## src/hw/rtl/spq_pkg.sv

```systemverilog
`default_nettype none
package spq_pkg;

  localparam int CAPACITY   = 16;
  localparam int TAG_WIDTH  = 16;
  localparam int PRIO_WIDTH = 3;
  localparam int COUNT_W    = $clog2(CAPACITY + 1);

  typedef logic [TAG_WIDTH-1:0]  tag_t;
  typedef logic [PRIO_WIDTH-1:0] prio_t;
  typedef logic [COUNT_W-1:0]    count_t;

  typedef enum logic [1:0] {
    ST_OK    = 2'd0,
    ST_FULL  = 2'd1,
    ST_EMPTY = 2'd2
  } status_t;

  typedef enum logic {
    FN_ENQ = 1'b0,
    FN_DEQ = 1'b1
  } func_t;

  typedef struct packed {
    logic  valid;
    tag_t  tag;
    prio_t prio;
  } entry_t;

  typedef struct packed {
    logic  enq;
    logic  deq;
    tag_t  tag;
    prio_t prio;
  } cmd_t;

endpackage
`default_nettype wire

```

## src/hw/rtl/spq_if.sv

```systemverilog
`default_nettype none
interface spq_in_if;
  logic               valid;
  logic               ready;
  logic               func;
  spq_pkg::tag_t      tag_in;
  spq_pkg::prio_t     prio_in;

  modport source (output valid, func, tag_in, prio_in, input ready);
  modport sink   (input valid, func, tag_in, prio_in, output ready);
endinterface

interface spq_out_if;
  logic               valid;
  logic               ready;
  spq_pkg::status_t   status;
  spq_pkg::tag_t      tag_out;
  spq_pkg::prio_t     prio_out;
  spq_pkg::count_t    fill;

  modport source (output valid, status, tag_out, prio_out, fill, input ready);
  modport sink   (input valid, status, tag_out, prio_out, fill, output ready);
endinterface
`default_nettype wire

```

## src/hw/rtl/spq_cell.sv

```systemverilog
`default_nettype none
module spq_cell (
  input  wire logic            clk,
  input  wire logic            rst_n,
  input  wire spq_pkg::cmd_t   cmd,
  input  wire spq_pkg::entry_t left,
  input  wire logic            left_keep,
  input  wire spq_pkg::entry_t right,
  output spq_pkg::entry_t      q,
  output logic                 keep
);

  logic           valid_r, valid_nxt;
  spq_pkg::tag_t  tag_r, tag_nxt;
  spq_pkg::prio_t prio_r, prio_nxt;

  // entry stays put on enqueue when it outranks or ties the new one
  assign keep = valid_r && (prio_r >= cmd.prio);
  assign q    = '{valid: valid_r, tag: tag_r, prio: prio_r};

  always_comb begin
    valid_nxt = valid_r;
    tag_nxt   = tag_r;
    prio_nxt  = prio_r;
    if (cmd.enq && !keep) begin
      if (left_keep) begin
        valid_nxt = 1'b1;
        tag_nxt   = cmd.tag;
        prio_nxt  = cmd.prio;
      end else begin
        valid_nxt = left.valid;
        tag_nxt   = left.tag;
        prio_nxt  = left.prio;
      end
    end else if (cmd.deq) begin
      valid_nxt = right.valid;
      tag_nxt   = right.tag;
      prio_nxt  = right.prio;
    end
  end

  always_ff @(posedge clk) begin
    if (!rst_n) begin
      valid_r <= 1'b0;
    end else begin
      valid_r <= valid_nxt;
    end
  end

  always_ff @(posedge clk) begin
    tag_r  <= tag_nxt;
    prio_r <= prio_nxt;
  end

endmodule
`default_nettype wire

```

## src/hw/rtl/spq_chain.sv

```systemverilog
`default_nettype none
module spq_chain (
  input  wire logic            clk,
  input  wire logic            rst_n,
  input  wire spq_pkg::cmd_t   cmd,
  output spq_pkg::entry_t      head
);

  spq_pkg::entry_t q    [spq_pkg::CAPACITY];
  logic            keep [spq_pkg::CAPACITY];

  for (genvar i = 0; i < spq_pkg::CAPACITY; i++) begin : g_cell
    spq_pkg::entry_t left, right;
    logic            left_keep;

    if (i == 0) begin : g_first
      assign left      = '0;
      assign left_keep = 1'b1;
    end else begin : g_mid
      assign left      = q[i-1];
      assign left_keep = keep[i-1];
    end

    if (i == spq_pkg::CAPACITY - 1) begin : g_last
      assign right = '0;
    end else begin : g_inner
      assign right = q[i+1];
    end

    spq_cell u_cell (
      .clk       (clk),
      .rst_n     (rst_n),
      .cmd       (cmd),
      .left      (left),
      .left_keep (left_keep),
      .right     (right),
      .q         (q[i]),
      .keep      (keep[i])
    );
  end

  assign head = q[0];

endmodule
`default_nettype wire

```

## src/hw/rtl/sorted_priority_queue_top.sv

```systemverilog
`default_nettype none
// latency: result is registered and shown the cycle after the input transfer
// throughput: one operation per cycle while the result is taken; every cell of the row updates on one edge
// the result register frees as it is taken, so a new item can enter as the waiting one is taken
// reset: synchronous, active low; clears entry count, cell valid bits, result valid
// stored tags and priorities are not cleared and no clearing pass is needed
module sorted_priority_queue_top (
  input  wire logic clk,
  input  wire logic rst_n,
  spq_in_if.sink    in_ch,
  spq_out_if.source out_ch
);

  spq_pkg::count_t  count_r, count_nxt;
  logic             out_valid_r;
  spq_pkg::status_t status_r, status_nxt;
  spq_pkg::tag_t    tag_r, tag_nxt;
  spq_pkg::prio_t   prio_r, prio_nxt;
  spq_pkg::count_t  fill_r;

  logic             xfer, is_full, is_empty;
  spq_pkg::cmd_t    cmd;
  spq_pkg::entry_t  head;

  assign in_ch.ready = !out_valid_r || out_ch.ready;
  assign xfer        = in_ch.valid && in_ch.ready;
  assign is_full     = (count_r == spq_pkg::count_t'(spq_pkg::CAPACITY));
  assign is_empty    = (count_r == '0);

  always_comb begin
    cmd.enq    = xfer && (in_ch.func == spq_pkg::FN_ENQ) && !is_full;
    cmd.deq    = xfer && (in_ch.func == spq_pkg::FN_DEQ) && !is_empty;
    cmd.tag    = in_ch.tag_in;
    cmd.prio   = in_ch.prio_in;
    count_nxt  = count_r;
    status_nxt = spq_pkg::ST_OK;
    tag_nxt    = '0;
    prio_nxt   = '0;
    if (in_ch.func == spq_pkg::FN_ENQ) begin
      if (is_full) begin
        status_nxt = spq_pkg::ST_FULL;
      end else begin
        count_nxt = count_r + 1'b1;
      end
    end else begin
      if (is_empty) begin
        status_nxt = spq_pkg::ST_EMPTY;
      end else begin
        count_nxt = count_r - 1'b1;
        tag_nxt   = head.tag;
        prio_nxt  = head.prio;
      end
    end
  end

  spq_chain u_chain (
    .clk   (clk),
    .rst_n (rst_n),
    .cmd   (cmd),
    .head  (head)
  );

  always_ff @(posedge clk) begin
    if (!rst_n) begin
      count_r     <= '0;
      out_valid_r <= 1'b0;
    end else begin
      if (xfer) begin
        count_r <= count_nxt;
      end
      if (xfer) begin
        out_valid_r <= 1'b1;
      end else if (out_ch.ready) begin
        out_valid_r <= 1'b0;
      end
    end
  end

  always_ff @(posedge clk) begin
    if (xfer) begin
      status_r <= status_nxt;
      tag_r    <= tag_nxt;
      prio_r   <= prio_nxt;
      fill_r   <= count_nxt;
    end
  end

  assign out_ch.valid    = out_valid_r;
  assign out_ch.status   = status_r;
  assign out_ch.tag_out  = tag_r;
  assign out_ch.prio_out = prio_r;
  assign out_ch.fill     = fill_r;

`ifndef NO_ASSERTIONS
  a_head_matches_count: assert property (@(posedge clk) disable iff (!rst_n)
    head.valid == (count_r != '0))
    else $error("head valid disagrees with entry count");

  a_count_bound: assert property (@(posedge clk) disable iff (!rst_n)
    count_r <= spq_pkg::count_t'(spq_pkg::CAPACITY))
    else $error("entry count above capacity");

  a_full_fill: assert property (@(posedge clk) disable iff (!rst_n)
    out_valid_r && (status_r == spq_pkg::ST_FULL) |->
      fill_r == spq_pkg::count_t'(spq_pkg::CAPACITY))
    else $error("full status without full fill");

  a_fill_tracks: assert property (@(posedge clk) disable iff (!rst_n)
    xfer |=> fill_r == count_r)
    else $error("reported fill differs from entry count");
`endif

endmodule
`default_nettype wire

```

## src/flat_wrapper.sv

```systemverilog
// flat-port wrapper written by rule: the top's interface ports become plain ports
module sorted_priority_queue_top_flat 
  (clk, rst_n, in_ch_valid, in_ch_func, in_ch_tag_in, in_ch_prio_in, in_ch_ready, out_ch_valid, out_ch_status, out_ch_tag_out, out_ch_prio_out, out_ch_fill, out_ch_ready);
  spq_in_if in_ch_i ();
  spq_out_if out_ch_i ();
  input  wire logic clk;
  input  wire logic rst_n;
  input wire logic [$bits(in_ch_i.valid)-1:0] in_ch_valid;
  input wire logic [$bits(in_ch_i.func)-1:0] in_ch_func;
  input wire logic [$bits(in_ch_i.tag_in)-1:0] in_ch_tag_in;
  input wire logic [$bits(in_ch_i.prio_in)-1:0] in_ch_prio_in;
  output wire logic [$bits(in_ch_i.ready)-1:0] in_ch_ready;
  output wire logic [$bits(out_ch_i.valid)-1:0] out_ch_valid;
  output wire logic [$bits(out_ch_i.status)-1:0] out_ch_status;
  output wire logic [$bits(out_ch_i.tag_out)-1:0] out_ch_tag_out;
  output wire logic [$bits(out_ch_i.prio_out)-1:0] out_ch_prio_out;
  output wire logic [$bits(out_ch_i.fill)-1:0] out_ch_fill;
  input wire logic [$bits(out_ch_i.ready)-1:0] out_ch_ready;
  assign in_ch_i.valid = in_ch_valid;
  assign in_ch_i.func = in_ch_func;
  assign in_ch_i.tag_in = in_ch_tag_in;
  assign in_ch_i.prio_in = in_ch_prio_in;
  assign in_ch_ready = in_ch_i.ready;
  assign out_ch_valid = out_ch_i.valid;
  assign out_ch_status = out_ch_i.status;
  assign out_ch_tag_out = out_ch_i.tag_out;
  assign out_ch_prio_out = out_ch_i.prio_out;
  assign out_ch_fill = out_ch_i.fill;
  assign out_ch_i.ready = out_ch_ready;
  sorted_priority_queue_top u_core (.clk(clk), .rst_n(rst_n), .in_ch(in_ch_i), .out_ch(out_ch_i));
endmodule
```

## config.mk

```make
export PLATFORM = sky130hd
export DESIGN_NAME = sorted_priority_queue_top_flat
export DESIGN_NICKNAME = d
export VERILOG_FILES = /design/src/hw/rtl/spq_pkg.sv /design/src/hw/rtl/spq_if.sv /design/src/hw/rtl/spq_cell.sv /design/src/hw/rtl/spq_chain.sv /design/src/hw/rtl/sorted_priority_queue_top.sv /design/src/flat_wrapper.sv
export SDC_FILE = /design/constraint.sdc
export NUM_CORES = 1
export LEC_CHECK = 0
export ABC_AREA = 1
export BUFFER_PORTS_ARGS = -buffer_cell sky130_fd_sc_hd__buf_2
export CAP_MARGIN = 20
export CORE_ASPECT_RATIO = 0.8
export CORE_MARGIN = 3
export CORE_UTILIZATION = 60
export DETAILED_ROUTE_END_ITERATION = 16
export MAX_ROUTING_LAYER = met4
export PLACE_DENSITY = 0.77
export SYNTH_ARGS = -nofsm -noshare
export SYNTH_HDL_FRONTEND = slang
export SYNTH_HIERARCHICAL = 1
export SYNTH_SLANG_ARGS = --single-unit
```

## constraint.sdc

```tcl
create_clock -name clk -period 5.5 [get_ports clk]
set_clock_uncertainty 0.15 [all_clocks]
set_input_delay 0.825 -clock clk [delete_from_list [all_inputs] [get_ports clk]]
set_output_delay 0.825 -clock clk [all_outputs]
set_load 0.1 [all_outputs]
```

==> run_results.csv, run 1 <==
group,metric,value,unit
timing,hold_slack,372,ps
routing,dr.pass1.iters,5,
clocking,clkTransAtPathRegs,60,ps
outcome,run_status,"finished clean",
pwr,p_leak,9.93,nW
clocking,postCtsHoldBufs,0,
finish,n_fill_cell,2716,
pwr,finalPower,7.54,mW
timing,setup_slack,1720,ps
clocking,cts.sinks,352,
timing,maxSlewViolCount,0,
floorplan,io_pins,52,
finish,drive_above_1_share,18.5,%
routing,drc,0,
placement,dp_worst_setup_slack,1730,ps
placement,dp_hpwl,37500,um
clocking,cts_buffers,37,
routing,wirelength,55500,um
pwr,p_per_area,343,nW/um2
routing,drt_iter0_drc,2073,
timing,rsz0062_at_grt,"no",
floorplan,die_w,213,um
logic_synthesis,yosysWarnings,6,
pwr,vdd_drop_max,292,uV
timing,period_share,68.8,%
floorplan,initial_core_util,61.0,%
worst_setup_path,cp_max_fo,22,
logic_synthesis,netlist_instances,2212,
placement,gp_congestion,0.890,
clocking,htreeDepth,2,
global_routing,antenna_found_initial,0,
timing,hold_viol,0,
floorplan,die_h,172,um
clocking,cts_resized,0,
floorplan,core.rowCount,60,
clocking,cts_tree,"yes",
min_path,hp-class,"reg2reg",
worst_setup_path,cp-end-kind,"flop",
routing,routedWlPerCell,20.5,um
finish,diodes,0,
min_path,min_delay_path_depth,2,
worst_setup_path,cp-start-kind,"flop",
finish,fin_nets,2324,
routing,ant_nets,0,
global_routing,grt_start_max_net_pins,33,
global_routing,gr-total-overflow,0,
timing,max_freq,0.264,GHz
clocking,postCtsSetupBuffers,0,
timing,slew_headroom,32.3,%
timing,fin_crit,3780,ps
logic_synthesis,syn_area,20600,um2
timing,finalSetupTns,0,ps
timing,worst_slew_pin_slew,1010,ps
logic_synthesis,avgSynthCellArea,9.32,um2
routing,routed_via_density,5.76,
clocking,root_buffer,"clkbuf_16",
floorplan,coreArea,33800,um2
global_routing,grt_pass1_wl,84500,um
clocking,cts_max_path_buffers,3,
finish,syn_to_final_growth,6.48,%
global_routing,globalRouteTotalUtil,31.1,%
worst_setup_path,path_class,"reg2reg",
worst_setup_path,rrSetupSlack,1720,ps
routing,vias,15632,
global_routing,grt_pass1_vias,14617,
timing,setup_viol,0,
floorplan,fp.dieArea,36600,um2
worst_setup_path,cp.arrival,3780,ps
placement,portBuffers,51,
finish,final_util,65.0,%
worst_setup_path,worstRegToRegCells,8,
clocking,insertion_delay,540,ps
job,drv_cap,0,
worst_setup_path,crit_required,5500,ps
area by class of cell:
| class | count | area, um2 | share of cell area [%] |
|---|---|---|---|
| flip-flops and latches | 352 | 10300 | 47.2 |
| multi-input cells | 1624 | 8960 | 40.8 |
| well taps | 434 | 543 | 2.47 |
| inverters | 180 | 693 | 3.16 |
| clock inverters | 6 | 28.8 | 0.131 |
| repair buffers | 55 | 305 | 1.39 |
| clock buffers | 61 | 1070 | 4.87 |
where the power goes:
group	leakage, nW	internal, mW	switching (mW)
registers	3.35	3.39	0.245
clock network	0.527	1.33	1.03
logic	6.05	0.528	1.01
total	9.93	5.25	2.29
per-layer routing:
layer / share of wire (%) / up-vias / wire length (um) / GRT usage (%)
li1: - / 7266 / - / -
met1: 45 / 7417 / 24900 / 46.6
met2: 41 / 853 / 22600 / 42.2
met3: 11 / 96 / 6300 / 6.73
met4: 3.0 / 0 / 1660 / 9.36
met5: 0 / - / 0 / -
placed cells by master, fill, tap and decap left out, types with 21 or more instances in the layout:
master and instances:
clkbuf_16 39, buf_2 51, nand2_1 1034, a21oi_1 38, edfxtp_1 330, conb_1 44, nand3_1 42, mux2_2 272
clkbuf_1 21, o21ai_0 52, nor2_1 35, ha_1 50, inv_1 164, dfxtp_1 22
state kept, by name, summed over array words and instances, names as in the netlist:
register	count
u_core/out_ch.status	2
u_core/u_chain/g_cell.u_cell/tag_r	256
u_core/count_r	5
u_core/u_chain/g_cell.u_cell/prio_r	48
u_core/out_ch.prio_out	3
u_core/u_chain/g_cell.u_cell/valid_r	16
u_core/out_ch.valid	1
u_core/out_ch.fill	5
u_core/out_ch.tag_out	16
final timing paths:
path	endpoint	from
worst min-delay path	u_core/u_chain/g_cell[14].u_cell/tag_r[3]	u_core/u_chain/g_cell[15].u_cell/tag_r[3]
worst max-delay path	u_core/u_chain/g_cell[15].u_cell/tag_r[11]	u_core/count_r[0]
worst max register to register	u_core/u_chain/g_cell[15].u_cell/tag_r[11]	u_core/count_r[0]
worst min register to register	u_core/u_chain/g_cell[14].u_cell/tag_r[3]	u_core/u_chain/g_cell[15].u_cell/tag_r[3]
through the flow:
step           instances  cell area [um2]
4_1_cts             2711            21900
5_1_grt             2712            21900
2_1_floorplan       2254            20800
6_report            2712            21900
3_3_place_gp        2644            20800
3_5_place_dp        2644            20800
worst max-delay path: stages, from the launching register on:
cell	delay, ps
dfxtp_1	390
inv_1	120
ha_1	310
nand3_1	120
nand2_1	430
nor2_2	660
buf_4	360
inv_1	100
nand2_1	750
No activity file was read; power rests on OpenSTA's default activity.
==> inputs of run 2 (changes only) <==
CORE_UTILIZATION = 57   (was 60)
clock period = 3.1 ns   (was 5.5 ns; I/O delays follow)
==> run 2 against run 1 <==
Worst setup slack got worse by 1500 ps. Worst hold slack lost 270 ps. Critical path depth is the same. Sequential share of layout area shrank 1.1 points. Non-clock buffer count rose by 30. Combinational power rose by 78%. Global-route usage is 5.9 points lower. Die area is 5.1% higher. Final cell count grew 2.5%. Sequential cell count did not move. Critical path type unchanged. Largest power group unchanged. Highest routed layer unchanged.
==> run_results.csv, run 2 (same netlist as run 1, synthesis figures left out) <==
group,metric,value,unit
outcome,run_status,"finished clean",
finish,final_cells,2781,
pwr,p_per_area,594,nW/um2
clocking,root_buffer,"clkbuf_16",
clocking,cts_tree,"yes",
placement,gp_congestion,0.841,
timing,hold_viol,0,
placement,dp.cells,2713,
job,drv_cap,0,
routing,routed_via_density,5.56,
finish,multi_input_area,9020,um2
finish,fin_area,22500,um2
routing,vias,15464,
finish,n_fill_cell,2764,
timing,hold_slack,102,ps
placement,dp_worst_setup_slack,147,ps
pwr,vdd_drop_max,444,uV
finish,largest_register_ffs,256,
global_routing,grt_pass1_wl,77400,um
routing,drt_iter0_drc,1360,
finish,final_util,63.8,%
routing,dr.pass1.iters,7,
routing,ant_nets,0,
pwr,finalPower,13.3,mW
clocking,cts_resized,0,
floorplan,die_w,219,um
worst_setup_path,crit_required,3120,ps
pwr,p_leak,10.1,nW
timing,fin_crit,2840,ps
clocking,clkTransAtPathRegs,60,ps
placement,portBuffers,51,
global_routing,antenna_found_initial,0,
finish,fin_nets,2355,
floorplan,initial_core_util,58.6,%
timing,rsz0062_at_grt,"no",
timing,slew_headroom,47.8,%
floorplan,io_pins,52,
clocking,cts.sinks,352,
clocking,cts_buffers,38,
finish,final_common_cell,"nand2_1",
routing,routedWlPerCell,16.7,um
worst_setup_path,cp-end-kind,"flop",
worst_setup_path,cp_max_fo,32,
finish,diodes,0,
global_routing,grt_start_max_net_pins,33,
global_routing,globalRouteTotalUtil,25.1,%
min_path,hp-class,"in2reg",
clocking,insertion_delay,540,ps
routing,drc,0,
finish,largest-register,"u_core/u_chain/g_cell.u_cell/tag_r",
timing,finalSetupTns,0,ps
clocking,postCtsSetupBuffers,0,
global_routing,grt_pass1_vias,15391,
worst_setup_path,cp-start-kind,"flop",
finish,drive_above_1_share,20.6,%
worst_setup_path,path_class,"reg2reg",
clocking,htreeDepth,2,
placement,place_area,21300,um2
routing,wirelength,46600,um
finish,layout_common_cells,"1017 x nand2_1, 330 x edfxtp_1, 272 x mux2_2, 164 x inv_1, 52 x o21ai_0",
timing,worst_slew_pin_slew,783,ps
timing,maxSlewViolCount,0,
finish,biggestRegsByFlops,"u_core/u_chain/g_cell.u_cell/tag_r: 256 flops, u_core/u_chain/g_cell.u_cell/prio_r: 48 flops",
floorplan,fp.dieArea,38500,um2
floorplan,core.rowCount,61,
finish,syn_to_final_growth,8.92,%
floorplan,coreArea,35200,um2
global_routing,gr-total-overflow,0,
timing,period_share,91.5,%
clocking,cts_max_path_buffers,3,
placement,dp_hpwl,33700,um
clocking,postCtsHoldBufs,0,
timing,setup_viol,0,
timing,max_freq,0.352,GHz
worst_setup_path,cp.arrival,2860,ps
finish,seq_area,10400,um2
floorplan,die_h,176,um
timing,setup_slack,262,ps
==> run 2: area by class of cell <==
cell class | instances | share of cell area (%)
repair buffers | 85 | 3.00
clock buffers | 53 | 4.58
clock inverters | 15 | 0.446
well taps | 472 | 2.63
multi-input cells | 1624 | 40.2
inverters | 180 | 3.09
flip-flops and latches | 352 | 46.1
==> run 2: power breakdown <==
group	internal [mW]	switching, mW	leakage, nW
clock	2.40	1.86	0.553
combinational	0.998	1.74	6.23
sequential	6.01	0.328	3.35
total	9.41	3.92	10.1
==> run 2: path summary, 6_finish.rpt <==
path	startpoint	endpoint	slack [ps]	depth (start not counted)
setup / recovery	u_core/count_r[0]	u_core/u_chain/g_cell[9].u_cell/tag_r[4]	260	8
hold / removal	out_ch_ready	u_core/out_ch.valid	100	4
setup reg to reg	u_core/count_r[0]	u_core/u_chain/g_cell[9].u_cell/tag_r[4]	260	8
hold reg to reg	u_core/out_ch.valid	u_core/out_ch.valid	370	2
==> run 2: worst max-delay path, cell delays in order, from the launching register on <==
cell and delay [ps]:
dfxtp_1 400, inv_1 140, ha_1 310, nand3_1 150, nand2_1 120, nor2_4 140
buf_12 270, nand2_4 240, nand2_2 480
==> run 2: routing by layer <==
metal	share of wire [%]	track usage (%)
met2	44	37.8
met1	48	36.4
met4	1.7	5.76
met5	0	-
met3	6.6	3.60
==> inputs of run 3 (changes only) <==
CORE_UTILIZATION = 59   (was 57)
CTS_BUF_LIST = sky130_fd_sc_hd__clkbuf_8   (was unset)
CTS_CLUSTER_SIZE = 12   (was unset)
PLACE_DENSITY = 0.79   (was 0.77)
==> run 3 against run 2 <==
Sequential share of layout area rose by 0.33 points. Worst setup slack improved by 210 ps. Die area fell by 3.3%. Core utilization rose by 1.7 points. Combinational power barely moved. Final cell count rose by 1.5%. Via count rose by 0.61%. Sequential power barely moved. Critical endpoint is now u_core/u_chain/g_cell[15].u_cell/tag_r[2]. Largest power group unchanged.
==> run_results.csv, run 3 (same netlist as run 1, synthesis figures left out) <==
group,metric,value,unit
routing,routed_via_density,5.51,
routing,routedWlPerCell,16.5,um
finish,fin_nets,2382,
placement,dp_hpwl,33300,um
min_path,min-delay-start,"rst_n",
outcome,run_status,"finished clean",
worst_setup_path,cpPeakStageDelay,650,ps
floorplan,coreArea,34000,um2
clocking,clkTransAtPathRegs,60,ps
pwr,p_per_area,572,nW/um2
worst_setup_path,worstReg2RegStart,"u_core/u_chain/g_cell[14].u_cell/prio_r[2]",
finish,layout_common_cells,"1017 x nand2_1, 330 x edfxtp_1, 272 x mux2_2, 197 x inv_1, 59 x clkbuf_8",
placement,gp_congestion,0.824,
global_routing,grt_pass1_wl,77200,um
worst_setup_path,worstPathCellList,"ha_1, nand2_1, inv_1, nand2_1, nand2_1, nand2_2, inv_1, mux2_2, nand2_1, nand2_1",
floorplan,core.rowCount,60,
routing,wirelength,46400,um
routing,dr.pass1.iters,5,
worst_setup_path,cp-start-kind,"flop",
worst_setup_path,cp.arrival,2860,ps
global_routing,grt_use_met1,37.4,%
routing,ant_nets,0,
finish,drive_above_1_share,21.3,%
worst_setup_path,cp_max_fo,19,
timing,worst_slew_pin_slew,886,ps
worst_setup_path,cp-startpoint,"u_core/u_chain/g_cell[14].u_cell/prio_r[2]",
worst_setup_path,cpMaxStageDelayCell,"inv_1",
global_routing,grt_use_met2,37.5,%
finish,final_common_cell,"nand2_1",
global_routing,gr-total-overflow,0,
worst_setup_path,crit_required,3330,ps
global_routing,globalRouteTotalUtil,25.4,%
timing,fin_crit,2630,ps
timing,setup_viol,0,
timing,max_freq,0.381,GHz
routing,drc,0,
floorplan,die_h,173,um
clocking,insertion_delay,630,ps
clocking,cts_tree,"yes",
global_routing,antenna_found_initial,1,
finish,syn_to_final_growth,8.15,%
floorplan,io_pins,52,
clocking,cts_max_path_buffers,3,
finish,final_util,65.6,%
global_routing,grt_start_max_net_pins,33,
finish,biggestRegsByFlops,"u_core/u_chain/g_cell.u_cell/tag_r: 256 flops, u_core/u_chain/g_cell.u_cell/prio_r: 48 flops",
floorplan,die_w,215,um
finish,largest_register_ffs,256,
clocking,htreeDepth,2,
timing,maxSlewViolCount,0,
placement,dp_worst_setup_slack,86.7,ps
timing,finalSetupTns,0,ps
worst_setup_path,cp-end-kind,"flop",
timing,period_share,84.8,%
clocking,cts_buffers,58,
job,drv_cap,0,
global_routing,grt_use_met3,3.95,%
clocking,cts.sinks,352,
pwr,vdd_drop_max,293,uV
floorplan,fp.dieArea,37200,um2
pwr,finalPower,12.7,mW
finish,fin_area,22300,um2
finish,largest-register,"u_core/u_chain/g_cell.u_cell/tag_r",
placement,place_area,21200,um2
worst_setup_path,path_class,"reg2reg",
pwr,p_leak,10.2,nW
clocking,cts_resized,0,
timing,rsz0062_at_grt,"no",
floorplan,initial_core_util,60.6,%
routing,vias,15558,
min_path,hp-class,"in2reg",
timing,slew_headroom,40.9,%
global_routing,top_usage_layer,"met2",
global_routing,grt_pass1_vias,15488,
timing,hold_viol,0,
placement,portBuffers,51,
worst_setup_path,crit_top_cell,"nand2_1",
timing,setup_slack,472,ps
routing,drt_iter0_drc,1261,
clocking,root_buffer,"clkbuf_8",
## run 3: cell count changes in the layout (fill, tap and decap cells not counted), sizes merged, moves of 2 or more
cell and delta:
buf +6, clkbuf +6, diode +2, inv +33
## run 3: path summary, 6_finish.rpt
check | to | slack (ps) | depth (start not counted)
max | u_core/u_chain/g_cell[15].u_cell/tag_r[2] | 470 | 10
min | u_core/u_chain/g_cell[3].u_cell/valid_r | 120 | 3
max reg2reg | u_core/u_chain/g_cell[15].u_cell/tag_r[2] | 470 | 10
min reg2reg | u_core/u_chain/g_cell[0].u_cell/valid_r | 360 | 2
## run 3: metrics by stage
| step | std cells | hold slack, ps |
|---|---|---|
| after detailed placement | 2712 | 353 |
| after floorplan | 2254 | 331 |
| final | 2823 | 118 |
| after CTS | 2821 | 83.5 |
| after global routing | 2822 | 107 |
| after global placement | 2712 | 349 |
## run 3: layout make-up
class                      count  area, um2
inverter                     180        693
timing repair buffer          92        616
sequential                   352      10400
clock buffer                  59        812
fill                        2622      11700
clock inverter                49        218
antenna                        2       5.00
multi-input combinational   1624       9020
tap                          465        582
## run 3: routing by layer
layer  routed length, um  vias to the layer above
li1                    -                     7414
met1               22200                     7513
met3                3360                       56
met4                 566                        0
met2               20300                      575
met5                   0                        -
## run 3: worst max-delay path: cells and delay by family (launching register included)
family                   cells  cell delay [ps]
multiplexers                 1              430
buffers and inverters        2              690
adder cells (fa/ha/maj)      1              320
AND/OR/NAND/NOR              6              360
flip-flops                   1              430
## run 3: repair_timing
item	4_1_cts	5_1_grt
buffers inserted	0	0
hold buffers	1	0
endpoints found under the hold margin	1	0
## run 3: power by group
| group | switching, mW | internal (mW) |
|---|---|---|
| clock network | 1.91 | 1.78 |
| logic | 1.74 | 0.989 |
| registers | 0.325 | 6.01 |
